File: src/rdsrt_pkg.sv
// Package for the RDS RadioText assembler.
// Holds the word types of both channels, the controller/datapath command and
// status structs, and the fixed RDS constants. No dependencies.
package rdsrt_pkg;

  localparam logic [4:0] GTYPE_2A = 5'h04;
  localparam logic [4:0] GTYPE_2B = 5'h05;
  localparam logic [7:0] CHAR_CR = 8'h0D;
  localparam logic [6:0] MIN_FLUSH = 7'd8;

  typedef struct packed {
    logic [15:0] block_b;
    logic [15:0] block_c;
    logic [15:0] block_d;
  } grp_t;

  typedef struct packed {
    logic [7:0] char_first;
    logic [7:0] char_second;
    logic [7:0] char_third;
    logic [7:0] char_fourth;
    logic [2:0] char_count;
    logic       last_word;
  } txt_t;

  typedef struct packed {
    logic       latch;
    logic       clear;
    logic       char_step;
    logic [1:0] char_sel;
    logic       emit_init;
    logic       rd_issue;
    logic       out_load;
    logic       word_reset;
  } dp_cmd_t;

  typedef struct packed {
    logic mode_a;
    logic type_ok;
    logic pos_zero;
    logic pos_match;
    logic flush_due;
    logic char_end;
    logic empty;
    logic lane_full;
    logic ptr_last;
    logic word_last;
    logic out_free;
  } dp_sts_t;

endpackage

File: src/rds_radiotext_assembler_top.sv
// Top level of the RDS RadioText assembler.
// Depends on rdsrt_pkg, rdsrt_ctrl and rdsrt_datapath.
//
// The grp channel takes one RDS group (blocks B, C and D) per word with
// grp_valid and grp_stall. Groups of the type that cfg_data last wrote with
// cfg_we selects (1 for 2A, 0 for 2B) are collected as RadioText. Each
// finished message leaves on the txt channel as words of up to four
// characters, trimmed of leading and trailing whitespace, with last_word set
// on the final one; an empty message is one word with char_count 0.
// Emission reads each output word from the text memory one character per
// cycle, then drains the last read and loads the output register. The block
// works on one group at a time and holds grp_stall high until it is done.
// While txt_valid and txt_stall are both high the output register keeps its
// word and emission waits. Synchronous reset sets the mode to 2A, empties the
// text buffer and leaves both channels idle; the block accepts a group in the
// first cycle after reset.
module rds_radiotext_assembler_top #(
  parameter int TEXT_DEPTH = 64
) (
  input  logic            clk,
  input  logic            rst,
  input  logic            grp_valid,
  output logic            grp_stall,
  input  rdsrt_pkg::grp_t grp,
  output logic            txt_valid,
  input  logic            txt_stall,
  output rdsrt_pkg::txt_t txt,
  input  logic            cfg_we,
  input  logic            cfg_data
);

  rdsrt_pkg::dp_cmd_t cmd;
  rdsrt_pkg::dp_sts_t sts;

  rdsrt_ctrl u_ctrl (
    .clk       (clk),
    .rst       (rst),
    .grp_valid (grp_valid),
    .grp_stall (grp_stall),
    .sts       (sts),
    .cmd       (cmd)
  );

  rdsrt_datapath #(
    .TEXT_DEPTH (TEXT_DEPTH)
  ) u_datapath (
    .clk       (clk),
    .rst       (rst),
    .grp       (grp),
    .cfg_we    (cfg_we),
    .cfg_data  (cfg_data),
    .cmd       (cmd),
    .sts       (sts),
    .txt_valid (txt_valid),
    .txt_stall (txt_stall),
    .txt       (txt)
  );

endmodule

File: src/rdsrt_datapath.sv
// Datapath of the RDS RadioText assembler: group register, mode register,
// text memory, fill and trim trackers, word assembly and the output register.
// Depends on rdsrt_pkg; driven by rdsrt_ctrl through command and status.
module rdsrt_datapath #(
  parameter int TEXT_DEPTH = 64
) (
  input  logic               clk,
  input  logic               rst,
  input  rdsrt_pkg::grp_t    grp,
  input  logic               cfg_we,
  input  logic               cfg_data,
  input  rdsrt_pkg::dp_cmd_t cmd,
  output rdsrt_pkg::dp_sts_t sts,
  output logic               txt_valid,
  input  logic               txt_stall,
  output rdsrt_pkg::txt_t    txt
);

  localparam int AW = (TEXT_DEPTH > 1) ? $clog2(TEXT_DEPTH) : 1;
  localparam logic [6:0] DEPTH_FULL = 7'(TEXT_DEPTH);
  localparam logic [6:0] DEPTH_HALF = 7'(TEXT_DEPTH / 2);

  function automatic logic is_space(input logic [7:0] ch);
    is_space = (ch == 8'h20) || ((ch >= 8'h09) && (ch <= 8'h0D));
  endfunction

  logic                mode_a;
  rdsrt_pkg::grp_t     grp_q;
  logic [7:0]          text_mem [TEXT_DEPTH];
  logic [7:0]          rdata;
  logic [6:0]          fill;
  logic                seen;
  logic [6:0]          first_pos;
  logic [6:0]          end_pos;
  logic [6:0]          ptr;
  logic [2:0]          nchars;
  logic                pend;
  logic [1:0]          pend_lane;
  logic [7:0]          word [4];

  logic [7:0] ch_raw;
  logic [7:0] ch;
  logic [6:0] fill_inc;
  logic [6:0] max_len;
  logic [5:0] pos;
  logic       in_range;

  always_comb begin
    unique case (cmd.char_sel)
      2'd0: ch_raw = grp_q.block_c[15:8];
      2'd1: ch_raw = grp_q.block_c[7:0];
      2'd2: ch_raw = grp_q.block_d[15:8];
      default: ch_raw = grp_q.block_d[7:0];
    endcase
  end

  assign ch = (ch_raw == rdsrt_pkg::CHAR_CR) ? 8'h00 : ch_raw;
  assign fill_inc = fill + 7'd1;
  assign max_len = mode_a ? DEPTH_FULL : DEPTH_HALF;
  assign pos = mode_a ? {grp_q.block_b[3:0], 2'b00} : {1'b0, grp_q.block_b[3:0], 1'b0};
  assign in_range = fill < DEPTH_FULL;

  always_comb begin
    sts.mode_a    = mode_a;
    sts.type_ok   = grp_q.block_b[15:11] == (mode_a ? rdsrt_pkg::GTYPE_2A
                                                    : rdsrt_pkg::GTYPE_2B);
    sts.pos_zero  = pos == 6'd0;
    sts.pos_match = {1'b0, pos} == fill;
    sts.flush_due = fill >= rdsrt_pkg::MIN_FLUSH;
    sts.char_end  = (ch == 8'h00) || (fill_inc >= max_len);
    sts.empty     = !seen;
    sts.lane_full = nchars == 3'd3;
    sts.ptr_last  = (ptr + 7'd1) == end_pos;
    sts.word_last = !seen || (ptr == end_pos);
    sts.out_free  = !txt_valid || !txt_stall;
  end

  always_ff @(posedge clk) begin
    if (cmd.char_step && in_range) begin
      text_mem[fill[AW-1:0]] <= ch;
    end
    if (cmd.rd_issue) begin
      rdata <= text_mem[ptr[AW-1:0]];
    end
  end

  always_ff @(posedge clk) begin
    if (cmd.latch) begin
      grp_q <= grp;
    end
  end

  always_ff @(posedge clk) begin
    if (rst) begin
      mode_a <= 1'b1;
      fill <= '0;
      seen <= 1'b0;
      pend <= 1'b0;
      txt_valid <= 1'b0;
    end else begin
      if (cfg_we) begin
        mode_a <= cfg_data;
      end
      if (cmd.clear) begin
        fill <= '0;
        seen <= 1'b0;
      end else if (cmd.char_step) begin
        fill <= fill_inc;
        if (in_range && (ch != 8'h00) && !is_space(ch)) begin
          seen <= 1'b1;
        end
      end
      pend <= cmd.rd_issue;
      if (cmd.out_load) begin
        txt_valid <= 1'b1;
      end else if (!txt_stall) begin
        txt_valid <= 1'b0;
      end
    end
  end

  always_ff @(posedge clk) begin
    if (cmd.char_step && in_range && (ch != 8'h00) && !is_space(ch)) begin
      if (!seen) begin
        first_pos <= fill;
      end
      end_pos <= fill_inc;
    end
    if (cmd.emit_init) begin
      ptr <= first_pos;
    end else if (cmd.rd_issue) begin
      ptr <= ptr + 7'd1;
    end
    if (cmd.rd_issue) begin
      pend_lane <= nchars[1:0];
    end
    if (cmd.emit_init || cmd.word_reset) begin
      nchars <= '0;
      for (int i = 0; i < 4; i++) begin
        word[i] <= 8'h00;
      end
    end else begin
      if (cmd.rd_issue) begin
        nchars <= nchars + 3'd1;
      end
      if (pend) begin
        word[pend_lane] <= rdata;
      end
    end
    if (cmd.out_load) begin
      txt.char_first  <= word[0];
      txt.char_second <= word[1];
      txt.char_third  <= word[2];
      txt.char_fourth <= word[3];
      txt.char_count  <= nchars;
      txt.last_word   <= sts.word_last;
    end
  end

endmodule

File: src/rdsrt_ctrl.sv
// Controller of the RDS RadioText assembler: a one-hot state machine that
// sequences group checks, character stores and word emission.
// Depends on rdsrt_pkg; drives rdsrt_datapath through command and status.
module rdsrt_ctrl (
  input  logic               clk,
  input  logic               rst,
  input  logic               grp_valid,
  output logic               grp_stall,
  input  rdsrt_pkg::dp_sts_t sts,
  output rdsrt_pkg::dp_cmd_t cmd
);

  typedef enum logic [6:0] {
    S_IDLE       = 7'b0000001,
    S_CHECK      = 7'b0000010,
    S_CHAR       = 7'b0000100,
    S_EMIT_INIT  = 7'b0001000,
    S_EMIT_READ  = 7'b0010000,
    S_EMIT_DRAIN = 7'b0100000,
    S_EMIT_OUT   = 7'b1000000
  } state_t;

  state_t     state;
  state_t     state_next;
  logic [1:0] char_idx;
  logic [1:0] char_idx_next;
  logic       flush_ctx;
  logic       flush_ctx_next;
  logic [1:0] char_start;

  assign char_start = sts.mode_a ? 2'd0 : 2'd2;
  assign grp_stall = state != S_IDLE;

  always_comb begin
    state_next = state;
    char_idx_next = char_idx;
    flush_ctx_next = flush_ctx;
    cmd = '0;
    cmd.char_sel = char_idx;
    unique case (state)
      S_IDLE: begin
        if (grp_valid) begin
          cmd.latch = 1'b1;
          state_next = S_CHECK;
        end
      end
      S_CHECK: begin
        priority if (!sts.type_ok) begin
          state_next = S_IDLE;
        end else if (sts.pos_zero && sts.flush_due) begin
          flush_ctx_next = 1'b1;
          state_next = S_EMIT_INIT;
        end else if (sts.pos_zero || sts.pos_match) begin
          cmd.clear = sts.pos_zero;
          char_idx_next = char_start;
          state_next = S_CHAR;
        end else begin
          cmd.clear = 1'b1;
          state_next = S_IDLE;
        end
      end
      S_CHAR: begin
        cmd.char_step = 1'b1;
        priority if (sts.char_end) begin
          flush_ctx_next = 1'b0;
          state_next = S_EMIT_INIT;
        end else if (char_idx == 2'd3) begin
          state_next = S_IDLE;
        end else begin
          char_idx_next = char_idx + 2'd1;
        end
      end
      S_EMIT_INIT: begin
        cmd.emit_init = 1'b1;
        state_next = sts.empty ? S_EMIT_OUT : S_EMIT_READ;
      end
      S_EMIT_READ: begin
        cmd.rd_issue = 1'b1;
        if (sts.lane_full || sts.ptr_last) begin
          state_next = S_EMIT_DRAIN;
        end
      end
      S_EMIT_DRAIN: begin
        state_next = S_EMIT_OUT;
      end
      S_EMIT_OUT: begin
        if (sts.out_free) begin
          cmd.out_load = 1'b1;
          cmd.word_reset = 1'b1;
          if (sts.word_last) begin
            cmd.clear = 1'b1;
            if (flush_ctx) begin
              char_idx_next = char_start;
              state_next = S_CHAR;
            end else begin
              state_next = S_IDLE;
            end
          end else begin
            state_next = S_EMIT_READ;
          end
        end
      end
      default: begin
        state_next = S_IDLE;
      end
    endcase
  end

  always_ff @(posedge clk) begin
    if (rst) begin
      state <= S_IDLE;
      char_idx <= '0;
      flush_ctx <= 1'b0;
    end else begin
      state <= state_next;
      char_idx <= char_idx_next;
      flush_ctx <= flush_ctx_next;
    end
  end

endmodule
File: config.mk
export PLATFORM = sky130hd
export DESIGN_NAME = rds_radiotext_assembler_top
export DESIGN_NICKNAME = d
export VERILOG_FILES = /design/src/rdsrt_pkg.sv /design/src/rds_radiotext_assembler_top.sv /design/src/rdsrt_datapath.sv /design/src/rdsrt_ctrl.sv
export SDC_FILE = /design/constraint.sdc
export NUM_CORES = 1
export LEC_CHECK = 0
export BUFFER_PORTS_ARGS = -buffer_cell sky130_fd_sc_hd__buf_2
export CORE_ASPECT_RATIO = 1.4
export CORE_MARGIN = 1
export CORE_UTILIZATION = 35
export CTS_CLUSTER_DIAMETER = 80
export DETAILED_ROUTE_END_ITERATION = 12
export MAX_ROUTING_LAYER = met4
export PLACE_DENSITY = 0.58
export SLEW_MARGIN = 20
export SYNTH_ARGS = -nofsm -noshare
export SYNTH_HDL_FRONTEND = slang
export SYNTH_SLANG_ARGS = --single-unit
File: constraint.sdc
create_clock -name clk -period 5.2 [get_ports clk]
set_input_delay 0.52 -clock clk [delete_from_list [all_inputs] [get_ports clk]]
set_output_delay 0.52 -clock clk [all_outputs]
set_load 0.02 [all_outputs]
Yosys cells after proc, flatten, opt, wreduce, memory -nomap -nowiden
Memories as Yosys holds them, arrays and structs flattened. A register that Yosys moved wholly into a read port is not among the register bits. Index checks and enable logic that the tools add are counted.

Bitwise logic cells: 1. Multiply operators: 0. Reduce and logical (&&, ||, !) cells: 32. Div/mod/pow operators: 0. Equal/unequal tests: 32. Mux-type cells: 58. Magnitude comparators: 5. Add/subtract/negate cells: 4. Shift-type cells: 0.

Operators with widths (count): 2-to-1 mux 7 bit (10); one-hot mux 7 bit (7 select lines) (1); 2-to-1 mux 1 bit (24); 2-to-1 mux 2 bit (12); one-hot mux 8 bit (3 select lines) (1); 2-to-1 mux 8 bit (2); adder 7 x 1 -> 7 bit (second input constant) (2); == test 7 bit (2); inequality test 2 bit (second input constant) (7); inequality test 2 x 1 -> 1 bit (second input constant) (6); AND reduction 9 bit (1); == test 8 x 4 -> 1 bit (second input constant) (1); == test 8 x 6 -> 1 bit (second input constant) (1); >= comparator 8 x 4 -> 1 bit (second input constant) (1); less-or-equal comparator 8 x 4 -> 1 bit (second input constant) (1); zero test 8 bit (1); AND reduction 4 bit (2); nonzero test 8 bit (1); OR reduction 8 bit (1); == test 6 x 7 -> 1 bit (1); == test 7 x 1 -> 1 bit (second input constant) (1); == test 7 x 2 -> 1 bit (second input constant) (1); == test 7 x 3 -> 1 bit (second input constant) (1); == test 7 x 4 -> 1 bit (second input constant) (1); 30 further kinds (50).

RAM bits: 544. Memories: 2. Latch bits: 0. Register bits after elaboration: 99. Bits in read-only memories: 0.

Memory list: u_datapath.text_mem (depth 64, bits a word 8, read ports 1, clocked after memory_dff 1, wr ports 1, RTL line rdsrt_datapath.sv:29) `logic [7:0] text_mem [TEXT_DEPTH];`; u_datapath.word (depth 4, bits a word 8, read ports 4, clocked after memory_dff 4, wr ports 4, RTL line rdsrt_datapath.sv:39) `logic [7:0] word [4];`.

Logic depth before layout (Yosys ltp)
Depth after elaboration: 10. Depth in mapped cells: 13.

By module
From an unflattened synthesis, not the netlist that was laid out.

Cell total of the unflattened synthesis: 1361. Area, all modules: 26529.2 um^2.

Modules (own cells, without submodules): rdsrt_datapath (instances 1, cells an instance 1262, area each 25672.1 um^2); rdsrt_ctrl (instances 1, cells an instance 99, area each 857.1 um^2).

Worst setup path before layout
Ideal clock, no wire load.

Kind: register -> register. Start: register u_ctrl.char_idx[0]. End: memory u_datapath.text_mem[0][0] (data pin). Required time: 4.701 ns. Cell stages (with the launch flop): 6. Path buffers: 1. Setup slack: -0.155 ns. Library setup time: 0.499 ns. Arrival: 4.856 ns. Period minus slack after synthesis: 5.355 ns. Cell sequence: dfxtp_1 ha_1 buf_2 mux2i_1 nor4_1 nor2_1.

Word-level cells in the longest chain between the ends: 4. Elaborated cells on any way between the ends: 6.

Ends and longest elaborated chain: start, declared (RTL line rdsrt_ctrl.sv:25) `logic [1:0] char_idx;`; start signal, assigned (RTL line rdsrt_ctrl.sv:116) `char_idx <= char_idx_next;`; == test 2 bit, or another cell as far along (RTL line rdsrt_datapath.sv:49) `unique case (cmd.char_sel)`; one-hot mux 8 bit (3 select lines) * (RTL line rdsrt_datapath.sv:49); == test 8 x 4 -> 1 bit (RTL line rdsrt_datapath.sv:57) `assign ch = (ch_raw == rdsrt_pkg::CHAR_CR) ? 8'h00 : ch_raw;`; 2-to-1 mux 8 bit * (RTL line rdsrt_datapath.sv:57); via u_datapath.ch[0] (RTL line rdsrt_datapath.sv:42) `logic [7:0] ch;`; end, declared (RTL line rdsrt_datapath.sv:29).

The timed path passes the listed nets; every way through them passes the cells marked *.

Final worst setup path
Start: register u_ctrl.char_idx[0]. End: memory u_datapath.text_mem[50][3] (data pin).

Same word-level chain as after synthesis.

==> results.py <==
metrics = {
    "run_status": {
        "outcome": "finished, final reports clean",
    },
    "worst_setup_path": {
        "critPathCaptureType": "flop",
        "cp_data_required_time_ns": 5.53,
        "rrSetupSlack_ns": 1.74,
        "timing.critical_path.mode_cell": "sky130_fd_sc_hd__buf_4",
        "worst-path-max-fanout": 67,
        "crit_arrival_ns": 3.79,
        "r2r_end": "u_datapath.text_mem[50][3]$_DFFE_PP_",
        "crit_path_cell_trace": "ha_1, mux2i_4, buf_4, nor4_1, buf_4, nor2_4, buf_4",
        "start_kind": "flop",
        "cp_slowest_stage_delay_ns": 0.72,
        "path_class": "reg2reg",
        "worst_r2r_path_depth": 7,
        "critical_path.reg2reg.startpoint": "u_ctrl.char_idx[0]$_SDFFE_PP0P_",
        "cp_slowest_cell": "sky130_fd_sc_hd__ha_1",
    },
    "synthesis": {
        "synth-compound-area-share_pct": 1.883,
        "xor_xnor_cell_area_share_of_the_yosys_netlist_pct": 1.126,
        "yosysTopAreaCell": "sky130_fd_sc_hd__edfxtp_1",
        "syn-num-nets": 1351,
        "ys.warnings.count": 0,
        "synthesis.area_per_instance_um2": 20.57,
        "ys_top_cells_by_area": "sky130_fd_sc_hd__edfxtp_1 (74%), sky130_fd_sc_hd__mux4_2 (14%), sky130_fd_sc_hd__dfxtp_1 (1.8%)",
        "synth.cells.most_frequent": "sky130_fd_sc_hd__edfxtp_1 (652), sky130_fd_sc_hd__mux4_2 (168), sky130_fd_sc_hd__nor2_1 (105)",
        "syn_inst": 1286,
        "synth-edff-count": 652,
        "synth_top_flop_cell": "sky130_fd_sc_hd__edfxtp_1",
        "share_of_synthesized_flip_flops_with_an_asynchronous_set_or_reset_pct": 0,
        "synth_simple_gate_area_share_pct": 4.371,
        "synth.top_cell.area_share_pct": 74.03,
        "synth.distinct_cells": 57,
        "synth_seq_area_share_pct": 75.85,
        "multiplexer_area_fraction_after_synthesis_pct": 14.70,
        "post_synth_fa_ha_maj_area_fraction_pct": 0.5204,
        "synthesis.area_mm2": 0.02645,
        "synth_top_family_by_area": "multiplexers",
        "ys_seq_elements": 676,
        "synth.most_common_cell": "sky130_fd_sc_hd__edfxtp_1",
    },
    "floorplanning": {
        "io-pin-count": 92,
        "dieWidth_um": 234.3,
        "num_rows": 118,
        "design.die.area_mm2": 0.07668,
        "die_height_um": 327.3,
        "start_util_pct": 35.54,
        "core_region_area_mm2": 0.07441,
    },
    "placed_design": {
        "port_buffers": 84,
        "half_perimeter_wire_length_after_detailed_placement_um": 36030,
        "detailed_place.area_mm2": 0.02815,
        "post_place_cells": 2298,
        "gpl.final_weighted_congestion": 0.7850,
        "preCtsSetupSlack_ns": 1.696,
    },
    "clock_network": {
        "path_clk_slew_ns": 0.07,
        "clock_tree.htree_level_count": 2,
        "clock-root-buffer": "sky130_fd_sc_hd__clkbuf_16",
        "cts_made_buffers": 61,
        "clock_sink_total": 676,
        "insertion_delay_ns": 0.65,
        "clock_tree_from_tritoncts": "built",
        "clock_tree.buffer_depth": 3,
    },
    "routing": {
        "drt-pass1-iter-count": 5,
        "drt-initial-drc-count": 938,
        "ant_nets": 0,
        "drc": 0,
        "route.detailed.wl_per_inst_um": 23.17,
        "vias": 12410,
        "route.detailed.vias_per_inst": 5.126,
        "drt-total-wl_um": 56100,
    },
    "grt": {
        "grt_pass1_vias": 13120,
        "grt_max_degree": 99,
        "grt_overflow": 0,
        "global_route_wire_length_before_repair_um": 84560,
        "grt_antenna_before_repair": 0,
        "grt_use_total_pct": 15.39,
    },
    "power": {
        "internal_power_mw": 8.914,
        "clock_power_share_pct": 41.2,
        "leakage_power_nw": 9.596,
        "power_density_mw_per_mm2": 373.4,
        "combinational_group_share_of_total_power_pct": 3.9,
        "netSwitchingPower_mw": 2.410,
        "seq_pwr_share_pct": 55.0,
        "power.ir.vdd_worst_v": 0.0002762,
        "swShare_pct": 21.28,
    },
    "sta": {
        "achievable-frequency_mhz": 288.9,
        "final_min_period_over_clock_period_pct": 66.56,
        "finalCriticalPeriod_ns": 3.461,
        "finalMaxSlewViolations": 0,
        "timing_worst_slew_pin_value_ns": 1.125,
        "unrepaired_setup_endpoints_after_global_routing": "false",
        "tns_ns": 0,
        "worst_slew_margin_rel_pct": 24.37,
        "finalSetupViolations": 0,
        "worst_setup_skew_after_layout_ns": 0.02731,
        "setup_ws_ns": 1.739,
        "timing_hold_violations_final": 0,
    },
    "worst_hold_path": {
        "timing.hold.worst.class": "in2reg",
        "hold_path_end": "u_datapath.grp_q[47]$_DFFE_PP_",
        "hold_path_depth": 1,
        "holdCritStartpoint": "grp[47]",
    },
    "flow_run": {
        "max_cap_violations": 0,
    },
    "final_layout": {
        "layout-area-overhead-vs-synth_pct": 14.66,
        "final_cells": 2421,
        "register_area_mm2": 0.02006,
        "multi_input_comb_area_mm2": 0.006088,
        "stdcell_area_mm2": 0.03032,
        "n_fill_cell": 6541,
        "fin_util_pct": 40.75,
        "finalNetCount": 1472,
        "final_layout_size_suffix_gt1_share_pct": 27.53,
    },
}
layer usage:
metal  global-route usage [%]  wire length, um  up-vias
met5                        -                0        -
met4                    5.245             1712        0
met3                    2.115             2011       88
met2                    27.48            30800      267
met1                    17.54            21570     6551
li1                         -                -     5505
layout make-up:
cell class	instances	share of cell area [%]
inverters	22	0.2723
repair buffers	121	2.632
multi-input cells	525	20.08
clock inverters	50	1.803
diodes	1	0.008252
clock buffers	66	5.096
well taps	960	3.961
flip-flops and latches	676	66.15
how the worst max path moves through the flow:
stage                                          startpoint  cells past startpoint  slack (ns)                                    to
after global placement        u_datapath.ptr[0]$_DFFE_PN_                      5        1.74         u_datapath.rdata[3]$_DFFE_PP_
after detailed placement  u_ctrl.char_idx[0]$_SDFFE_PP0P_                      7        1.70  u_datapath.text_mem[16][3]$_DFFE_PP_
final                     u_ctrl.char_idx[0]$_SDFFE_PP0P_                      7        1.74  u_datapath.text_mem[50][3]$_DFFE_PP_
after CTS                 u_ctrl.char_idx[0]$_SDFFE_PP0P_                      7        1.65  u_datapath.text_mem[60][3]$_DFFE_PP_
after floorplan           u_ctrl.char_idx[0]$_SDFFE_PP0P_                      6        0.61   u_datapath.text_mem[0][0]$_DFFE_PP_
after global routing      u_ctrl.char_idx[0]$_SDFFE_PP0P_                      7        1.43  u_datapath.text_mem[60][3]$_DFFE_PP_
cells in the final DEF, fill, tap and decap left out, types with 6 or more instances in the layout:
cell type and count:
sky130_fd_sc_hd__edfxtp_1 652, sky130_fd_sc_hd__mux4_2 168, sky130_fd_sc_hd__nor2_1 101, sky130_fd_sc_hd__buf_2 84, sky130_fd_sc_hd__clkbuf_16 61, sky130_fd_sc_hd__nand2_1 29, sky130_fd_sc_hd__buf_4 25, sky130_fd_sc_hd__and2_1 24
sky130_fd_sc_hd__dfxtp_1 24, sky130_fd_sc_hd__inv_1 22, sky130_fd_sc_hd__xnor2_1 19, sky130_fd_sc_hd__a21oi_1 16, sky130_fd_sc_hd__nand3_1 15, sky130_fd_sc_hd__xor2_1 15, sky130_fd_sc_hd__clkinv_1 14, sky130_fd_sc_hd__clkinv_2 12
sky130_fd_sc_hd__ha_1 11, sky130_fd_sc_hd__bufinv_16 9, sky130_fd_sc_hd__a222oi_1 8, sky130_fd_sc_hd__and3_1 8, sky130_fd_sc_hd__nand2b_1 7, sky130_fd_sc_hd__o21ai_0 7, sky130_fd_sc_hd__buf_12 7, sky130_fd_sc_hd__nor3_1 6
sky130_fd_sc_hd__or3_1 6, sky130_fd_sc_hd__clkinvlp_4 6
cells by family after synthesis:
group | Yosys count
xor gates and xnor gates | 34
AOI/OAI and AO/OA | 67
DFF | 676
and+or+nand+nor | 235
muxes | 178
buffers and inverters | 85
adders and majority gates | 11
sequential cells by signal, indices dropped and copies added (netlist names), 2 cells and up:
signal                count
u_datapath.rdata          8
u_datapath.end_pos        7
u_datapath.word          32
u_datapath.first_pos      7
u_datapath.text_mem     512
u_datapath.grp_q         41
u_datapath.ptr            7
u_datapath.nchars         3
u_datapath.pend_lane      2
txt                      32
u_ctrl.char_idx           2
u_ctrl.state              7
u_datapath.fill           7
u_datapath.txt            4
what timing repair did:
action                                  4_1_cts  5_1_grt
buffers inserted                              0        0
hold buffers                                  5        0
endpoints found under the setup margin        0        0
gates resized for setup                       0        0
hold endpoints to repair                      5        0
critical path, delay by kind of cell (launching register included):
kind | cells | cell delay (ns)
simple gates | 2 | 0.20
flops | 1 | 0.42
mux | 1 | 0.38
buf+inv | 3 | 1.33
fa+ha+maj | 1 | 0.72
power by group through the flow:
stage,combinational [mW],sequential (mW),clock (mW)
final,0.439,6.22,4.66
after global routing,0.481,6.23,4.94
after CTS,0.436,6.23,4.75
after detailed placement,0.433,6.34,0
after global placement,0.403,6.34,0
after floorplan,0.224,6.35,0
through the flow:
step,hold slack [ns],total power [mW]
detailed placement,0.4075,6.778
finish,0.04091,11.32
floorplan,0.4003,6.570
global placement,0.4041,6.742
global route,0.009928,11.65
CTS,0.00008044,11.42
(Power assumes the default switching activity.)
